==> src/hw/rtl/iom_pkg.sv <==
// Shared types, sizes and helpers for the indeterminate order match block.
// Used by iom_cell, iom_pick and indeterminate_order_match_top.
package iom_pkg;

  localparam int MAX_LEN   = 1024;
  localparam int MASK_BITS = 32;
  localparam int KEY_W     = 32;
  localparam int IN_MASK_W = 32;
  localparam int CNT_W     = $clog2(MAX_LEN + 1);

  typedef logic signed [KEY_W-1:0] key_t;
  typedef logic [MASK_BITS-1:0]    mask_t;
  typedef logic [CNT_W-1:0]        cnt_t;

  typedef enum logic [1:0] {
    ST_LOAD = 2'b01,
    ST_EVAL = 2'b10
  } state_e;

  // Broadcast control for the sorting chain.
  typedef struct packed {
    logic  insert;
    logic  drain;
    key_t  key;
    mask_t mask;
  } chain_ctrl_t;

  // Keep the low MASK_BITS bits of an input mask, zero-filling above it.
  function automatic mask_t fit_mask(logic [IN_MASK_W-1:0] m);
    mask_t r;
    r = '0;
    for (int b = 0; b < MASK_BITS; b++) begin
      if (b < IN_MASK_W) begin
        r[b] = m[b];
      end
    end
    return r;
  endfunction

endpackage

==> src/hw/rtl/iom_pick.sv <==
// Greedy pick unit: lowest permitted one-hot value at or above the last pick.
// Depends on iom_pkg.
module iom_pick import iom_pkg::*; (
  input  logic  clk_i,
  input  logic  rst_ni,
  input  logic  clear_i,
  input  logic  step_i,
  input  mask_t mask_i,
  output logic  ok_o
);

  mask_t prev_q, prev_d;
  mask_t avail;
  mask_t pick;

  assign avail = mask_i & ~(prev_q - mask_t'(1));
  assign pick  = avail & (~avail + mask_t'(1));
  assign ok_o  = |pick;

  always_comb begin
    prev_d = prev_q;
    if (clear_i) begin
      prev_d = mask_t'(1);
    end else if (step_i && ok_o) begin
      prev_d = pick;
    end
  end

  always_ff @(posedge clk_i or negedge rst_ni) begin
    if (!rst_ni) begin
      prev_q <= mask_t'(1);
    end else begin
      prev_q <= prev_d;
    end
  end

endmodule

==> config.mk <==
export PLATFORM = sky130hd
export DESIGN_NAME = iom_pick
export DESIGN_NICKNAME = d
export VERILOG_FILES = /design/src/hw/rtl/iom_pkg.sv /design/src/hw/rtl/iom_pick.sv
export SDC_FILE = /design/constraint.sdc
export NUM_CORES = 1
export LEC_CHECK = 0
export BUFFER_PORTS_ARGS = -buffer_cell sky130_fd_sc_hd__buf_2
export CORE_ASPECT_RATIO = 1.25
export CORE_MARGIN = 2
export CORE_UTILIZATION = 45
export CTS_BUF_LIST = sky130_fd_sc_hd__clkbuf_16
export DETAILED_ROUTE_END_ITERATION = 8
export GPL_TIMING_DRIVEN = 0
export PLACE_DENSITY = 0.74
export REMOVE_ABC_BUFFERS = 1
export SLEW_MARGIN = 25
export SYNTH_ARGS = -nofsm -noshare
export SYNTH_HDL_FRONTEND = slang
export SYNTH_SLANG_ARGS = --single-unit
export TNS_END_PERCENT = 20
==> constraint.sdc <==
create_clock -name clk_i -period 7.47 [get_ports clk_i]
set_input_delay 0 -clock clk_i [delete_from_list [all_inputs] [get_ports clk_i]]
set_output_delay 0 -clock clk_i [all_outputs]
set_load 0.05 [all_outputs]
* After elaboration in Yosys (flattened, before gate mapping)
Index checks and enable logic that the tools add are counted.
Word-level totals: register bits after elaboration 32, input port bits 36, output and inout bits 1, word-level logic and storage cells 12
Cells by class: add/sub/neg operators 2, reduce and logical (&&, ||, !) cells 3, bitwise operators 4, mux-type cells 2
Operator list (number):
- bitwise AND 32 bit | 2
- 2-to-1 mux 32 bit | 2
- inverter 32 bit | 2
- adder 32 x 1 -> 32 bit, second input constant | 1
- OR reduction 32 bit | 1
- subtractor 32 x 1 -> 32 bit, second input constant | 1
- nonzero test 2 bit | 1
- logical AND 1 bit | 1

* Longest topological paths before layout
depth in word-level cells 10, depth in mapped cells 15, depth with buffers taken out 11

* Worst setup path before layout
OpenSTA, ideal clock, no wires.
path kind flip-flop to flip-flop, start reg prev_q[0], end reg prev_q[17], cell stages (with the launch flop) 13, required time 7.403 ns, period minus slack after synthesis 3.774 ns, slack 3.696 ns, arrival 3.707 ns, path buffers 1, library setup time 0.067 ns, cell sequence dfstp_2 > buf_2 > inv_1 > ha_1 > xnor2_1 > a222oi_1 > o211a_1 > nand4_4 > nand4bb_4 > or4_4 > or3_1 > a21oi_2 > a32o_1
Between the ends: cells in the longest elaborated chain, start to end 9, elaborated cells on any way between the ends 11, those cells by class 2 x add/sub; 2 x mux; 4 x bitwise; 3 x reduce/logical
RTL lines:
- from (decl) | line iom_pick.sv:12 | mask_t prev_q, prev_d;
- from (signal assigned) | line iom_pick.sv:31 | prev_q <= mask_t'(1);
- from (signal assigned) | line iom_pick.sv:33 | prev_q <= prev_d;
- subtractor 32 x 1 -> 32 bit (*) | line iom_pick.sv:16 | assign avail = mask_i & ~(prev_q - mask_t'(1));
- inverter 32 bit (*) | line iom_pick.sv:16
- bitwise AND 32 bit (*) | line iom_pick.sv:16
- inverter 32 bit | line iom_pick.sv:17 | assign pick = avail & (~avail + mask_t'(1));
- adder 32 x 1 -> 32 bit | line iom_pick.sv:17
- bitwise AND 32 bit (*) | line iom_pick.sv:17
- OR reduction 32 bit (*) | line iom_pick.sv:18 | assign ok_o = |pick;
- net ok_o | line iom_pick.sv:9 | output logic ok_o
- logical AND 1 bit (*) | line iom_pick.sv:24 | end else if (step_i && ok_o) begin
- nonzero test 2 bit (no source line) (*)
The timed path passes the listed nets; every way through them passes the cells marked *. The select of a mux whose other input is x is not followed. A chain may end at the register's enable or synchronous reset.

* Worst setup path in the final report
start reg prev_q[1], end reg prev_q[3]
Between the ends: cells in the longest elaborated chain, start to end 9, elaborated cells on any way between the ends 11, those cells by class 2 x add/sub; 2 x mux; 4 x bitwise; 3 x reduce/logical
RTL lines (line):
- subtractor 32 x 1 -> 32 bit (*) | iom_pick.sv:16
- inverter 32 bit (*) | iom_pick.sv:16
- bitwise AND 32 bit (*) | iom_pick.sv:16
- inverter 32 bit | iom_pick.sv:17
- adder 32 x 1 -> 32 bit | iom_pick.sv:17
- bitwise AND 32 bit (*) | iom_pick.sv:17
- OR reduction 32 bit | iom_pick.sv:18
- logical AND 1 bit | iom_pick.sv:24
- nonzero test 2 bit (no source line)
Every way passes the cells marked *; elsewhere a longest branch is shown, timed or not. The select of a mux whose other input is x is not followed.

==> metrics.sh <==
CRIT_PATH_BUFFERS_INVERTERS=3
CLOCK.FMAX_MHz=219.8
FLOORPLAN.IO_PINS=37
AREA_DELTA_SYNTH_FINAL_PCT=14.17
DRC=0
CLK_PATH_BUF_DEPTH=2
ANTENNA_VIOLATIONS_BEFORE_REPAIR=0
SETUP.WORST_PATH.START_CLASS='flop'
DRT_ITER0_MARKERS=134
NUM_ANTENNA_CELLS=0
CTS.ROOT.BUFFER_CELL='clkbuf_16'
PERIOD_MINUS_SLACK_NS=4.549
NUMCTSBUFFERS=5
FINALCRITPERIODSHARE=0.6089
TIMING.SLEW.HEADROOM=0.4924
YOSYSSEQAREASHARE=0.3038
SYNTH.TOP_CELLS.BY_AREA='dfrtp_1 29%, nand2_1 6.3%, a21oi_1 4.4%, or3_1 3.3%, nor4_1 3.1%'
FINALPOWER_mW=0.4623
CRITICAL_PATH.TOP_DELAY_FAMILY='simple AND/OR/NAND/NOR gates'
MAXSLEWVIOLCOUNT=0
SYNTH_FF_TYPE='dfrtp_1'
GRT_START_MAX_NET_PINS=35
FF2FF_PATH_DEPTH=13
RRSETUPSLACK_NS=2.92
DIE_HEIGHT_UM=89.64
PLACEMENTROWS=31
CRIT_PATH_TOP_DELAY_CELL='or4_4'
FRACTION_OF_REGISTERS_WITH_ASYNC_SET_RESET=1.000
SYNTH.LIB_CELLS_USED.DISTINCT=57
RUN_STATUS='completed'
FIRST_GLOBAL_VIAS=2436
WORST-SLEW-PIN-TRANSITION_NS=0.7615
NUMBER_OF_LEVELS_THE_H_TREE_WAS_SPLIT_INTO=2
POST_CTS_RESIZED=0
CELL_TYPE_WITH_THE_LARGEST_TOTAL_AREA_AFTER_SYNTHESIS='dfrtp_1'
SYNTH_AREA_PER_INST_SQ_UM=8.302
SYN-CELL-AREA_SQ_MM=0.002640
SYNTH_EDF_COUNT=0
TOTAL_NETS_FINAL=387
POWER-PER-CELL-AREA_mW_PER_MM2=153.4
FINAL.HOLD.WORST_SLACK_NS=0.01758
R2R-END='prev_q[3]'
PORT-BUFFER-COUNT=36
LARGEST-REGISTER='prev_q'
FLOORPLAN.CORE_AREA_SQ_MM=0.005741
REGTOREGSTARTPOINT='prev_q[1]'
LEAKAGEPOWER_nW=1.244
CLK_PIN_SLEW_NS=0.05
FILLERS=545
HOLD_PATH_STARTPOINT='mask_i[0]'
DIE_AREA_SQ_MM=0.006499
MAPPED_CELLS=318
YOSYS_WARNINGS=0
YS_SEQ_ELEMENTS=32
AVGVIACOUNTPERCELL=6.134
WL_UM=6496
DRTANTENNAVIOLNETS=0
GROUTE.USAGE.OVERALL=0.2076
FINAL_COMMON_CELL='nand2_1'
VDD.IR_DROP.WORST_mV=0.08673
ORDERED_LIST_OF_CELLS_ON_THE_WORST_PATH='inv_1, ha_1, nor4b_2, nand4_1, or3_1, nand3_1, nand4_1, or4_4, o31ai_4, buf_8, buf_6, mux2i_1, nor2_1'
FINAL_CELL_MIX='44 x nand2_1, 37 x buf_2, 31 x dfrtp_1'
HOLD_VIOLATIONS=0
HOLD_DEPTH=3
SETUP_VIOL=0
SYNTHDOMINANTCELLAREASHARE=0.2938
HOLD_END='prev_q[0]'
START_UTIL=0.4599
CRIT_FANOUT=21
GRT_OVERFLOW=0
CLKSINKCOUNT=32
DRT-PASS1-ITER-COUNT=4
CLK-INSERTION-DELAY-LATE_NS=0.28
LARGEST_REG_FLOPS=32
CTS_TREE='done'
TIMING.CRITICAL_PATH.ARRIVAL_NS=4.68
SETUP_TOTAL_NEGATIVE_SLACK_NS=0
DR_VIAS=2558
UNREPAIRED_SETUP_ENDPOINTS_AFTER_GLOBAL_ROUTING='no'
AVGROUTEDWIREPERCELL_UM=15.58
HOLD_PATH.CLASS='in2reg'
CP_PEAK_STAGE_DELAY_NS=0.60
FINAL_LAYOUT_SIZE_SUFFIX_GT1_FRAC=0.2080
WORSTPATHREQUIRED_NS=7.60
LARGEST_REGISTERS='prev_q x32'
GRT_FIRST_PASS_WIRELENGTH_UM=10640
DP.FINAL_HPWL_UM=4757
WORST_SETUP_SKEW_AFTER_LAYOUT_NS=0.004657
WORSTSETUPPATHTYPE='reg2reg'
DIE_W_UM=72.51
CRIT_TOP_CELL='nand4_1'
MAXCAPVIOLCOUNT=0
FINALWEIGHTEDCONGESTION=0.8378
WORST_SETUP_PATH_END_KIND='flop'
Yosys cell counts, types with 3 or more instances:
| cell type | number |
|---|---|
| nand2_1 | 44 |
| dfrtp_1 | 31 |
| a21oi_1 | 23 |
| nor2_1 | 15 |
| or3_1 | 14 |
| nand3_1 | 13 |
| nor4_1 | 13 |
| o21ai_0 | 12 |
| nand2b_1 | 11 |
| nand4_1 | 11 |
| or4_1 | 10 |
| nand3b_1 | 9 |
| buf_2 | 8 |
| mux2i_1 | 7 |
| nor3_1 | 7 |
| and2_1 | 6 |
| inv_1 | 6 |
| xnor2_1 | 6 |
| and3_1 | 5 |
| clkbuf_1 | 5 |
| mux2_2 | 5 |
| o41ai_1 | 4 |
| or4b_2 | 4 |
| xor2_1 | 4 |
| nor2b_1 | 3 |
| o2bb2ai_1 | 3 |
| o31ai_1 | 3 |
area by class of cell:
type,count,area (sq um),area share
multi-input combinational,264,1737,0.5762
inverter,6,22.52,0.007472
timing repair buffer,41,231.5,0.07680
clock inverter,3,13.76,0.004566
clock buffer,5,125.1,0.04151
tap,66,82.58,0.02740
sequential,32,802.0,0.2661
per-layer routing:
metal	part of all wire	wire, um	vias to the layer above	GRT usage
li1	-	-	1260	-
met1	0.44	2868	1245	0.2408
met2	0.52	3366	45	0.3770
met3	0.026	167	8	0.03683
met4	0.014	93	0	0.08754
met5	0	0	-	0
worst reg2reg max path: stages, from the launching register on:
cell,delay (ns)
dfrtp_1,0.44
inv_1,0.08
ha_1,0.25
nor4b_2,0.56
nand4_1,0.52
or3_1,0.47
nand3_1,0.10
nand4_1,0.13
or4_4,0.60
o31ai_4,0.55
buf_8,0.23
buf_6,0.20
mux2i_1,0.20
nor2_1,0.06
worst max path at each step:
stage / start / to / slack (ns) / depth (start not counted)
after floorplan: prev_q[6] / prev_q[15] / 2.89 / 9
after detailed placement: prev_q[1] / prev_q[3] / 2.96 / 13
after CTS: prev_q[1] / prev_q[3] / 2.94 / 13
after global placement: prev_q[6] / prev_q[7] / 1.75 / 9
final: prev_q[1] / prev_q[3] / 2.92 / 13
after global routing: prev_q[1] / prev_q[3] / 2.49 / 13
kinds of logic (layout without fill, tap and decap cells):
group	count (synthesis)	in the layout	synth area share
XOR/XNOR	10	10	0.03317
AO/OA/AOI/OAI	57	57	0.1436
adder cells (fa/ha/maj)	1	1	0.004739
flip-flops	32	32	0.3038
multiplexers	12	12	0.04787
buffers and inverters	22	55	0.04076
AND/OR/NAND/NOR	184	184	0.4261
metrics by stage:
stage,utilization,cell area (sq um),setup slack [ns],cells
2_1_floorplan,-,2555,2.891,302
3_3_place_gp,0.4908,2818,1.755,404
3_5_place_dp,0.4974,2855,2.961,407
4_1_cts,0.5251,3014,2.943,417
5_1_grt,0.5251,3014,2.492,417
6_report,0.5251,3014,2.921,417
report_power, final:
group | total [mW] | internal [mW] | switching (mW) | leakage [nW]
logic | 0.0897 | 0.0364 | 0.0533 | 0.730
clock network | 0.195 | 0.121 | 0.0742 | 0.0710
registers | 0.178 | 0.175 | 0.00251 | 0.443
total | 0.462 | 0.332 | 0.130 | 1.24
what timing repair did:
action | CTS | global route
endpoints found under the hold margin | 32 | 0
buffers inserted | 0 | 0
setup endpoints to repair | 0 | 0
hold buffers | 2 | 0
Power figures use the tool's default switching activity.
