**src/hw/rtl/iom_pkg.sv**
```systemverilog
// Shared types, sizes and helpers for the indeterminate order match block.
// Used by iom_cell, iom_pick and indeterminate_order_match_top.
package iom_pkg;

  localparam int MAX_LEN   = 1024;
  localparam int MASK_BITS = 32;
  localparam int KEY_W     = 32;
  localparam int IN_MASK_W = 32;
  localparam int CNT_W     = $clog2(MAX_LEN + 1);

  typedef logic signed [KEY_W-1:0] key_t;
  typedef logic [MASK_BITS-1:0]    mask_t;
  typedef logic [CNT_W-1:0]        cnt_t;

  typedef enum logic [1:0] {
    ST_LOAD = 2'b01,
    ST_EVAL = 2'b10
  } state_e;

  // Broadcast control for the sorting chain.
  typedef struct packed {
    logic  insert;
    logic  drain;
    key_t  key;
    mask_t mask;
  } chain_ctrl_t;

  // Keep the low MASK_BITS bits of an input mask, zero-filling above it.
  function automatic mask_t fit_mask(logic [IN_MASK_W-1:0] m);
    mask_t r;
    r = '0;
    for (int b = 0; b < MASK_BITS; b++) begin
      if (b < IN_MASK_W) begin
        r[b] = m[b];
      end
    end
    return r;
  endfunction

endpackage

```
**src/hw/rtl/iom_cell.sv**
```systemverilog
// One cell of the insertion sorting chain: holds one key and its mask.
// Depends on iom_pkg.
module iom_cell import iom_pkg::*; (
  input  logic        clk_i,
  input  chain_ctrl_t ctrl_i,
  input  logic        occupied_i,
  input  logic        prev_greater_i,
  input  key_t        prev_key_i,
  input  mask_t       prev_mask_i,
  input  key_t        next_key_i,
  input  mask_t       next_mask_i,
  output logic        greater_o,
  output key_t        key_o,
  output mask_t       mask_o
);

  key_t  key_q, key_d;
  mask_t mask_q, mask_d;

  // empty cells sort as +inf; strict compare keeps ties in arrival order
  assign greater_o = !occupied_i || (key_q > ctrl_i.key);

  always_comb begin
    key_d  = key_q;
    mask_d = mask_q;
    if (ctrl_i.drain) begin
      key_d  = next_key_i;
      mask_d = next_mask_i;
    end else if (ctrl_i.insert && greater_o) begin
      if (prev_greater_i) begin
        key_d  = prev_key_i;
        mask_d = prev_mask_i;
      end else begin
        key_d  = ctrl_i.key;
        mask_d = ctrl_i.mask;
      end
    end
  end

  always_ff @(posedge clk_i) begin
    key_q  <= key_d;
    mask_q <= mask_d;
  end

  assign key_o  = key_q;
  assign mask_o = mask_q;

endmodule

```
**config.mk**
```make
export PLATFORM = sky130hd
export DESIGN_NAME = iom_cell
export DESIGN_NICKNAME = d
export VERILOG_FILES = /design/src/hw/rtl/iom_pkg.sv /design/src/hw/rtl/iom_cell.sv
export SDC_FILE = /design/constraint.sdc
export NUM_CORES = 1
export LEC_CHECK = 0
export BUFFER_PORTS_ARGS = -buffer_cell sky130_fd_sc_hd__buf_2
export CAP_MARGIN = 25
export CORE_MARGIN = 4
export CORE_UTILIZATION = 43
export DETAILED_ROUTE_END_ITERATION = 10
export PLACE_DENSITY = 0.9
export SLEW_MARGIN = 15
export SYNTH_ARGS = -nofsm -noshare
export SYNTH_HDL_FRONTEND = slang
export SYNTH_SLANG_ARGS = --single-unit
```
**constraint.sdc**
```tcl
create_clock -name clk_i -period 7.1 [get_ports clk_i]
set_clock_uncertainty 0.1 [all_clocks]
set_input_delay 1.42 -clock clk_i [delete_from_list [all_inputs] [get_ports clk_i]]
set_output_delay 1.42 -clock clk_i [all_outputs]
set_load 0.02 [all_outputs]
```
== After elaboration in Yosys (flattened, before gate mapping) ==
Cells that the tools add are included.

* Register bits after elaboration: 64
* Input bits: 197
* Output and inout port bits: 65
* Logic and storage cells: 13

* Order comparisons: 1
* Multiplexer cells: 6
* Reduce and logical (&&, ||, !) cells: 4

{| class="wikitable"
|+ Operator list
! operator !! number
|-
| $mux 32 || 6
|-
| $gt 32x32->1 || 1
|-
| $reduce_bool 2->1 || 1
|-
| $logic_and 1x1->1 || 1
|-
| $logic_not 1->1 || 1
|-
| $logic_or 1x1->1 || 1
|}

== Depth between registers and ports, before layout ==
Gate-level depths: netlist (run 1).

* Depth after elaboration: 5
* Gate-level depth with buffers: 8
* Gate-level depth less buffers: 8

== Worst setup path before layout (run 1) ==
No wires, ideal clock.

* Path type: input to register
* Start point: input port ctrl_i[46] (netlist name)
* End point: register key_q[0] (netlist: key_o[0]), enable pin
* Data arrival time: 5.377 ns
* Data required time: 6.506 ns
* Slack: 1.130 ns
* Stages: 7
* Path buffers: 0
* Path through: inv_1 > ha_1 > nand4_2 > nor4_2 > a211oi_1 > o211a_1 > o21ai_1

* Longest elaborated chain between the ends: 4

{| class="wikitable"
|+ Ends and longest elaborated chain
! item !! line !! text
|-
| from (decl) || iom_cell.sv:5 || <nowiki>input chain_ctrl_t ctrl_i,</nowiki>
|-
| $gt 32x32->1 || iom_cell.sv:21 || <nowiki>assign greater_o = !occupied_i || (key_q > ctrl_i.key);</nowiki>
|-
| $logic_or 1x1->1 || iom_cell.sv:21 ||
|-
| $logic_and 1x1->1 || iom_cell.sv:29 || <nowiki>end else if (ctrl_i.insert && greater_o) begin</nowiki>
|-
| $reduce_bool 2->1 (no line) || -- ||
|-
| to (signal assigned) || iom_cell.sv:41 || <nowiki>key_q <= key_d;</nowiki>
|-
| to (decl) || iom_cell.sv:17 || <nowiki>key_t key_q, key_d;</nowiki>
|}

Every way passes these cells.
A chain may end at the register's enable or synchronous reset.

== Final worst setup path (run 1) ==
* Start point: input port ctrl_i[46] (netlist name)
* End point: output port greater_o

* Longest elaborated chain between the ends: 2

{| class="wikitable"
|+ Ends and longest elaborated chain
! item !! line !! text
|-
| $gt 32x32->1 || iom_cell.sv:21 ||
|-
| $logic_or 1x1->1 || iom_cell.sv:21 ||
|-
| to (decl) || iom_cell.sv:12 || <nowiki>output logic greater_o,</nowiki>
|}

Every way passes these cells.

==> results of run 1 <==
routing by layer:
metal,share of wire,wire length [um],vias to the layer above
met5,0.0011,13,-
met4,0.012,142,2
met3,0.077,915,14
met2,0.52,6250,159
met1,0.39,4630,1754
li1,-,-,1945
state kept, by name, summed over array words and instances (netlist names):
signal  cells
key_o      32
mask_o     32
worst max-delay path by stage:
| stage | start | end | slack (ns) | cells past startpoint |
|---|---|---|---|---|
| 2_1_floorplan | ctrl_i[46] | key_o[0] | 1.13 | 7 |
| 6_report | ctrl_i[46] | greater_o | 2.38 | 9 |
| 3_3_place_gp | ctrl_i[46] | greater_o | 2.38 | 9 |
| 4_1_cts | ctrl_i[46] | greater_o | 2.37 | 9 |
| 5_1_grt | ctrl_i[46] | greater_o | 2.22 | 9 |
| 3_5_place_dp | ctrl_i[46] | key_o[16] | 2.37 | 9 |
per-stage QoR:
| stage | util | setup slack, ns |
|---|---|---|
| 2_1_floorplan | - | 1.13 |
| 3_3_place_gp | 0.594 | 2.38 |
| 3_5_place_dp | 0.594 | 2.37 |
| 4_1_cts | 0.614 | 2.37 |
| 5_1_grt | 0.619 | 2.22 |
| 6_report | 0.619 | 2.38 |
power groups by stage:
| stage | combinational, mW | sequential (mW) | clock (mW) |
|---|---|---|---|
| finish | 0.322 | 0.493 | 0.297 |
| global route | 0.353 | 0.499 | 0.328 |
| CTS | 0.321 | 0.494 | 0.305 |
| detailed placement | 0.319 | 0.502 | 0 |
| global placement | 0.309 | 0.499 | 0 |
| floorplan | 0.122 | 0.563 | 0 |
worst register-to-register path, stage by stage, from the launching register on:
cell      delay (ns)
edfxtp_1        0.41
ha_1            0.33
nand4_2         0.16
nor4_2          0.37
a211oi_1        0.16
o211a_1         0.29
o21ai_4         0.31
buf_4           0.48
cells by family after synthesis:
family                   count (synthesis)
AO/OA/AOI/OAI                           94
adder cells (fa/ha/maj)                 32
buffers and inverters                   56
flip-flops                              64
multiplexers                            64
AND/OR/NAND/NOR                         88
final cells by class:
class                   count  area [um2]  area share
clock buffers              11         131      0.0230
clock inverters             5        47.5     0.00832
inverters                  35         131      0.0230
multi-input cells         278        1950       0.341
flip-flops and latches     64        1920       0.336
well taps                 129         161      0.0282
repair buffers            265        1370       0.240
cells in the final DEF (no fill, tap or decap), drive strengths merged, types with 2 or more instances in the layout:
master,Yosys,routed
a211oi,2,2
a21o,3,3
a21oi,14,14
buf,7,265
clkbuf,14,11
clkinv,0,4
edfxtp,64,64
ha,32,32
inv,35,35
mux2i,64,64
nand2,70,70
nand3,5,5
nand4,6,6
nor2,2,2
nor4,2,2
o211a,2,2
o21ai,69,69
==> impl_results.md, run 1 <==
- Status: completed
- Slew @ Worst Pin: 0.604 ns
- Pwr per Cell Area: 195 mW/mm2
- Compound-Gate Fraction of Synth Area: 0.125
- Worst reg2reg path startpoint: key_o[13]
- Most used standard cell by instance count after synthesis: nand2_1
- Width of the chip: 105 um
- Capture point of the worst reg-to-reg path: mask_o[19]
- Met1 GRT Util: 0.234
- Non-Filler Cell Area, Final: roughly 0.0057 mm2
- Library cells used by synthesis: 25
- Average detailed-routed wire length per instance: 15.2 um
- Proportion of synthesized area in mux cells: 0.157
- Synthesized-area fraction occupied by adder cells: 0.0982
- Slowest CP cell: nor4_2
- Type of destination of the critical path: primary output
- Gate Count Post-Synth: 398
- Average footprint of a synthesized cell: 10.2 um2
- Worst rel slew slack: 0.597
- Unrepaired setup endpoints after global routing: false
- Post-CTS resize count: 0
- Smallest hold slack: 1.11 ns
- Cell area after technology mapping: about 0.0041 mm2
- Kind of critical path: in -> out
- Critical Path, Cell by Cell: buf_2, inv_1, ha_1, nand4_2, nor4_2, a211oi_1, o211a_1, o21ai_1, buf_2
- Wire length of the first global-routing pass: 18.5 mm
- Worst Setup Start Kind: input pin
- R2r setup slk: 4.12 ns
- Placed cell count: between 700 and 800
- Detail Placement HPWL: 9.61 mm
- DRT Wirelength: 11.9 mm
- CP required: 5.58 ns
- Proportion of synthesized flip-flops having asynchronous set or reset: 0
- EDFF count, synth: between 60 and 70
- Crit path top cell by count: buf_2
- Most instantiated flip-flop cell in the synthesis netlist: edfxtp_1
- Sequential area share after synthesis: 0.471
- Crit Path Max Fanout: 3
- Most frequent cells after synthesis: 70 x nand2_1, 67 x o21ai_0, 64 x edfxtp_1, 64 x mux2i_1, 35 x inv_1
- Xor and xnor fraction of the mapped netlist area: 0
- Main combinational cell family by area after synthesis: multiplexers
- H-tree level count: 3
- Global routing usage on met3: 0.0631
- Proportion of power drawn by flip-flops and latches: 0.444
- Fraction of power spent switching nets: 0.311
- Portion of total power attributed to combinational logic: 0.290
- Net switching power figure: approximately 0.35 mW
- Vias in the first global route: 3902
- Maximum clock insertion buffer count: 2
- Total power draw: 1.11 mW
- Detailed-route DRC error count: 0
- Busiest metal layer after global routing: met2
- Final-report max-slew violation count: 0
- Root buffer selected by CTS: clkbuf_8
- Placed instance area: 0.00549 mm2
- Non-filler instance count after layout: 787
- Vias: around 3900
- Tightest Hold Check Type: reg -> reg
- Number of design-rule violations left by the first detailed-router iteration: 199
- Initial core utilization: 0.441
- Routing usage on met2: 0.378
- Detailed-routing iteration count for the pre-antenna-repair pass: 5
- Maximum VDD drop: 0.000136 V
- Post-layout min period: 4.72 ns
- Most area-consuming cells after synthesis: edfxtp_1 47%, mux2i_1 16%, ha_1 9.8%
- Share of post-route cells with drive strength above 1: 0.429
- Final GP Congestion: 0.856
- Final period util: 0.664
- Number of hold-repair buffers added at the cts stage: 0
- CTS tree: built
- # clock sinks: 64
- Area of the core: 0.00924 mm2
- Total global routing track utilization: 0.206
- Part of the power in the clock network: 0.267
- Count of maximum capacitance violations: 0
- Die H: around 110 um
- Yosys top cell area share: 0.471
- Post-synth net total: 627
- Total setup violations reported at the end of the flow: 0
- Die outline area: 0.0111 mm2
- Synth Warn #: 0
- Worst R2R Path Depth: 7
- Endpoint with the worst hold slack: key_o[17]
- Worst Hold Path Cells: 4
- Design internal power: between 0.7 and 0.8 mW
- Final net count: 882
- Data arrival at the endpoint of the critical path: 3.20 ns
- Maximum achievable frequency: 212 MHz
- Number of buffers and inverters on the critical path: 3
- Layout filler cell count: 759
- Layout area overhead: 40.2%
- Antenna violation net count after detailed routing: 0
- Startpoint of the worst hold path: key_o[30]
- Number of endpoints with negative hold slack in the final report: 0
- Number of placed I/O pins: 262
- Kind of cell adding the most delay to the critical path: compound AO/OA/AOI/OAI gates
- Number of antenna cells inserted: 0
- Detailed-route vias per instance: 4.92
- Number of buffers created by CTS: 9
- Post-synthesis cell type with the largest combined area: edfxtp_1
- Clock-pin transition on the worst setup and hold timing paths: 0.07 ns
- Static power due to leakage: 2.98 nW
- Setup repair bufs after CTS: 0
- Synth Area in Simple Gates: 0.0945
- Synthesis-stage register bit count: 64
- Peak per-stage delay on the critical path: approximately 0.37 ns
- Maximum number of pins on one net before global-route repair: 78
- Count of input and output buffers: 261
- Initial antenna violation count: 1
- Global route total overflow: 0
- Core Rows: 35
- Sum of negative setup slack: 0 ns
- Clock latency reported for the late side of the worst-skew pair: 0.33 ns
(Power assumes the default switching activity.)
==> inputs of run 2 (changes only) <==
--- a/config.mk
+++ b/config.mk
@@ -5,6 +5,7 @@
 export SDC_FILE = /design/constraint.sdc
 export NUM_CORES = 1
 export LEC_CHECK = 0
+export ABC_AREA = 1
 export BUFFER_PORTS_ARGS = -buffer_cell sky130_fd_sc_hd__buf_2
 export CAP_MARGIN = 25
 export CORE_MARGIN = 4
==> constraint.sdc (replaced) <==
create_clock -name clk_i -period 4.6 [get_ports clk_i]
set_clock_uncertainty 0.1 [all_clocks]
set_input_delay 0.92 -clock clk_i [delete_from_list [all_inputs] [get_ports clk_i]]
set_output_delay 0.92 -clock clk_i [all_outputs]
set_load 0.02 [all_outputs]
==> run 2 against run 1 <==
Compared with the run above: highest routed layer is now met4; synthesized area grew 0.71%; wire length rose by 6.1%; largest cell class is now flip-flops and latches; global-route usage is 1.0 points higher; cell area increased by 0.59%; worst setup slack got worse by 1.1 ns; register-to-register slack worse by 2.2 ns; total power is 62% higher; critical endpoint unchanged.
==> impl_results.md, run 2 <==
- Synthesis-stage register bit count: 64
- Number of buffers created by CTS: 9
- Gate Count Post-Synth: 466
- Sum of negative setup slack: 0 ns
- Status: completed
- Initial antenna violation count: 0
- Maximum achievable frequency: around 300 MHz
- Tightest Hold Check Type: in -> reg
- # clock sinks: 64
- Cell area after technology mapping: 0.00411 mm2
- Static power due to leakage: roughly 2.8 nW
- Worst slack after detailed placement: about 1.2 ns
- Die outline area: between 0.01 and 0.015 mm2
- Total setup violations reported at the end of the flow: 0
- Detailed-route DRC error count: 0
- Global routing usage on met3: 0.0637
- CP required: 3.58 ns
- Core Rows: 35
- Non-Filler Cell Area, Final: 0.00575 mm2
- Width of the chip: 106 um
- Synth Area in Simple Gates: 0.150
- Layout area overhead: 40.0%
- Detailed-routing iteration count for the pre-antenna-repair pass: 7
- Most used standard cell by instance count after synthesis: nand2_1
- Detailed-route vias per instance: 5.04
- Worst rel slew slack: 0.384
- Xor and xnor fraction of the mapped netlist area: 0
- Post-synthesis cell type with the largest combined area: edfxtp_1
- Crit Path Max Fanout: 2
- Kind of critical path: in -> out
- Number of design-rule violations left by the first detailed-router iteration: around 270
- Maximum clock insertion buffer count: 2
- Most area-consuming cells after synthesis: edfxtp_1 47%, a21oi_1 10%, ha_1 9.7%
- Data arrival at the endpoint of the critical path: 2.31 ns
- Detail Placement HPWL: 9.76 mm
- Number of antenna cells inserted: 0
- Met1 GRT Util: 0.248
- Average detailed-routed wire length per instance: 14.9 um
- Worst Setup Start Kind: input pin
- Maximum number of pins on one net before global-route repair: 94
- Synthesized-area fraction occupied by adder cells: 0.0975
- Initial core utilization: 0.442
- Maximum VDD drop: roughly 0.00020 V
- Synth Warn #: 0
- Wire length of the first global-routing pass: approximately 19 mm
- Proportion of synthesized flip-flops having asynchronous set or reset: 0
- Most instantiated flip-flop cell in the synthesis netlist: edfxtp_1
- Slew @ Worst Pin: 0.925 ns
- Unrepaired setup endpoints after global routing: false
- Clock latency reported for the late side of the worst-skew pair: between 0.3 and 0.4 ns
- CTS tree: built
- Post-layout min period: 3.33 ns
- Final net count: 944
- Placed instance area: 0.00549 mm2
- Number of endpoints with negative hold slack in the final report: 0
- Root buffer selected by CTS: clkbuf_8
- Die H: roughly 110 um
- Setup repair bufs after CTS: 0
- Post-CTS resize count: 0
- Average footprint of a synthesized cell: 8.81 um2
- Antenna violation net count after detailed routing: 0
- Number of hold-repair buffers added at the cts stage: 0
- Final worst slack: roughly 1.3 ns
- Share of post-route cells with drive strength above 1: 0.401
- Most frequent cells after synthesis: 101 x nand2_1, 83 x a21oi_1, 64 x edfxtp_1
- Global route total overflow: 0
- Placed cell count: about 830
- Non-filler instance count after layout: 849
- Library cells used by synthesis: 22
- Commonest cells after routing, fill and taps aside: 261 x buf_2, 100 x nand2_1, 83 x a21oi_1
- Compound-Gate Fraction of Synth Area: 0.217
- Pwr per Cell Area: ~310 mW/mm2
- Clock-pin transition on the worst setup and hold timing paths: 0.07 ns
- Total global routing track utilization: 0.216
- H-tree level count: 3
- Proportion of synthesized area in mux cells: 0
- Sequential area share after synthesis: 0.468
- Count of input and output buffers: between 200 and 300
- Vias: 4282
- Number of placed I/O pins: 262
- Main combinational cell family by area after synthesis: compound AO/OA/AOI/OAI gates
- Most common library cell in the layout ignoring fill and taps: buf_2
- Total power draw: between 1.5 and 2 mW
- Vias in the first global route: ~4300
- Post-synth net total: a little under 700
- Type of destination of the critical path: primary output
- DRT Wirelength: 12.7 mm
- Final GP Congestion: 0.795
- Busiest metal layer after global routing: met2
- Yosys top cell area share: 0.468
- Routing usage on met2: 0.392
- EDFF count, synth: 64
- Area of the core: 0.00928 mm2
- Final period util: 0.723
- Final-report max-slew violation count: 0
- Count of maximum capacitance violations: 0
==> run 2: cell types whose count changed after synthesis, moves of 29 or more <==
cell	previous run	this run
a21oi_1	14	83
mux2i_1	64	0
nand2_1	70	101
nor2_1	2	42
o211ai_1	0	29
o21a_1	1	31
o21ai_0	67	2
==> run 2: cell families (layout without fill, tap and decap cells) <==
kind of cell / after synthesis / count (layout)
simple gates: 154 / 154
compound gates: 147 / 147
flops: 64 / 64
fa+ha+maj: 32 / 32
buf+inv: 69 / 323
==> run 2: worst paths after layout <==
path,start,to,slack (ns),cells past startpoint
worst min register to register,key_o[31],key_o[14],1.57,6
worst max-delay path,ctrl_i[59],greater_o,1.27,13
worst max register to register,key_o[23],mask_o[9],1.88,11
worst min-delay path,next_key_i[21],key_o[21],0.76,2
==> run 2: layout make-up <==
type	instances	area (um2)
well taps	129	161
multi-input cells	333	1920
flip-flops and latches	64	1920
inverters	42	158
clock buffers	11	131
repair buffers	265	1360
fillers	821	3530
clock inverters	5	105
==> run 2: critical path, stage by stage <==
cell and delay (ns):
buf_2 0.07, inv_1 0.06, ha_1 0.31, a21oi_1 0.18, o21ai_0 0.11, nand2_1 0.06
nand2_1 0.06, a21oi_2 0.12, nand2_1 0.06, nand2_1 0.07, nand3_2 0.06, nand2_2 0.06
buf_2 0.17
==> run 2: metal layers <==
metal  up-vias  share of wire
li1       2120              -
met1      1927           0.39
met2       217           0.51
met3        18          0.091
met4         0          0.016
met5         -              0
==> run 2: power by group <==
group / switching, mW / leakage, nW / internal, mW / total, mW
clock: 0.218 / 0.110 / 0.361 / 0.579
sequential: 0.0237 / 0.638 / 0.722 / 0.746
combinational: 0.287 / 2.08 / 0.191 / 0.478
total: 0.529 / 2.83 / 1.27 / 1.80
==> run 2: metrics by stage <==
stage,hold slack (ns),utilization
finish,0.758,0.619
global route,0.733,0.619
CTS,0.738,0.616
detailed placement,1.10,0.591
global placement,1.09,0.591
floorplan,1.01,-
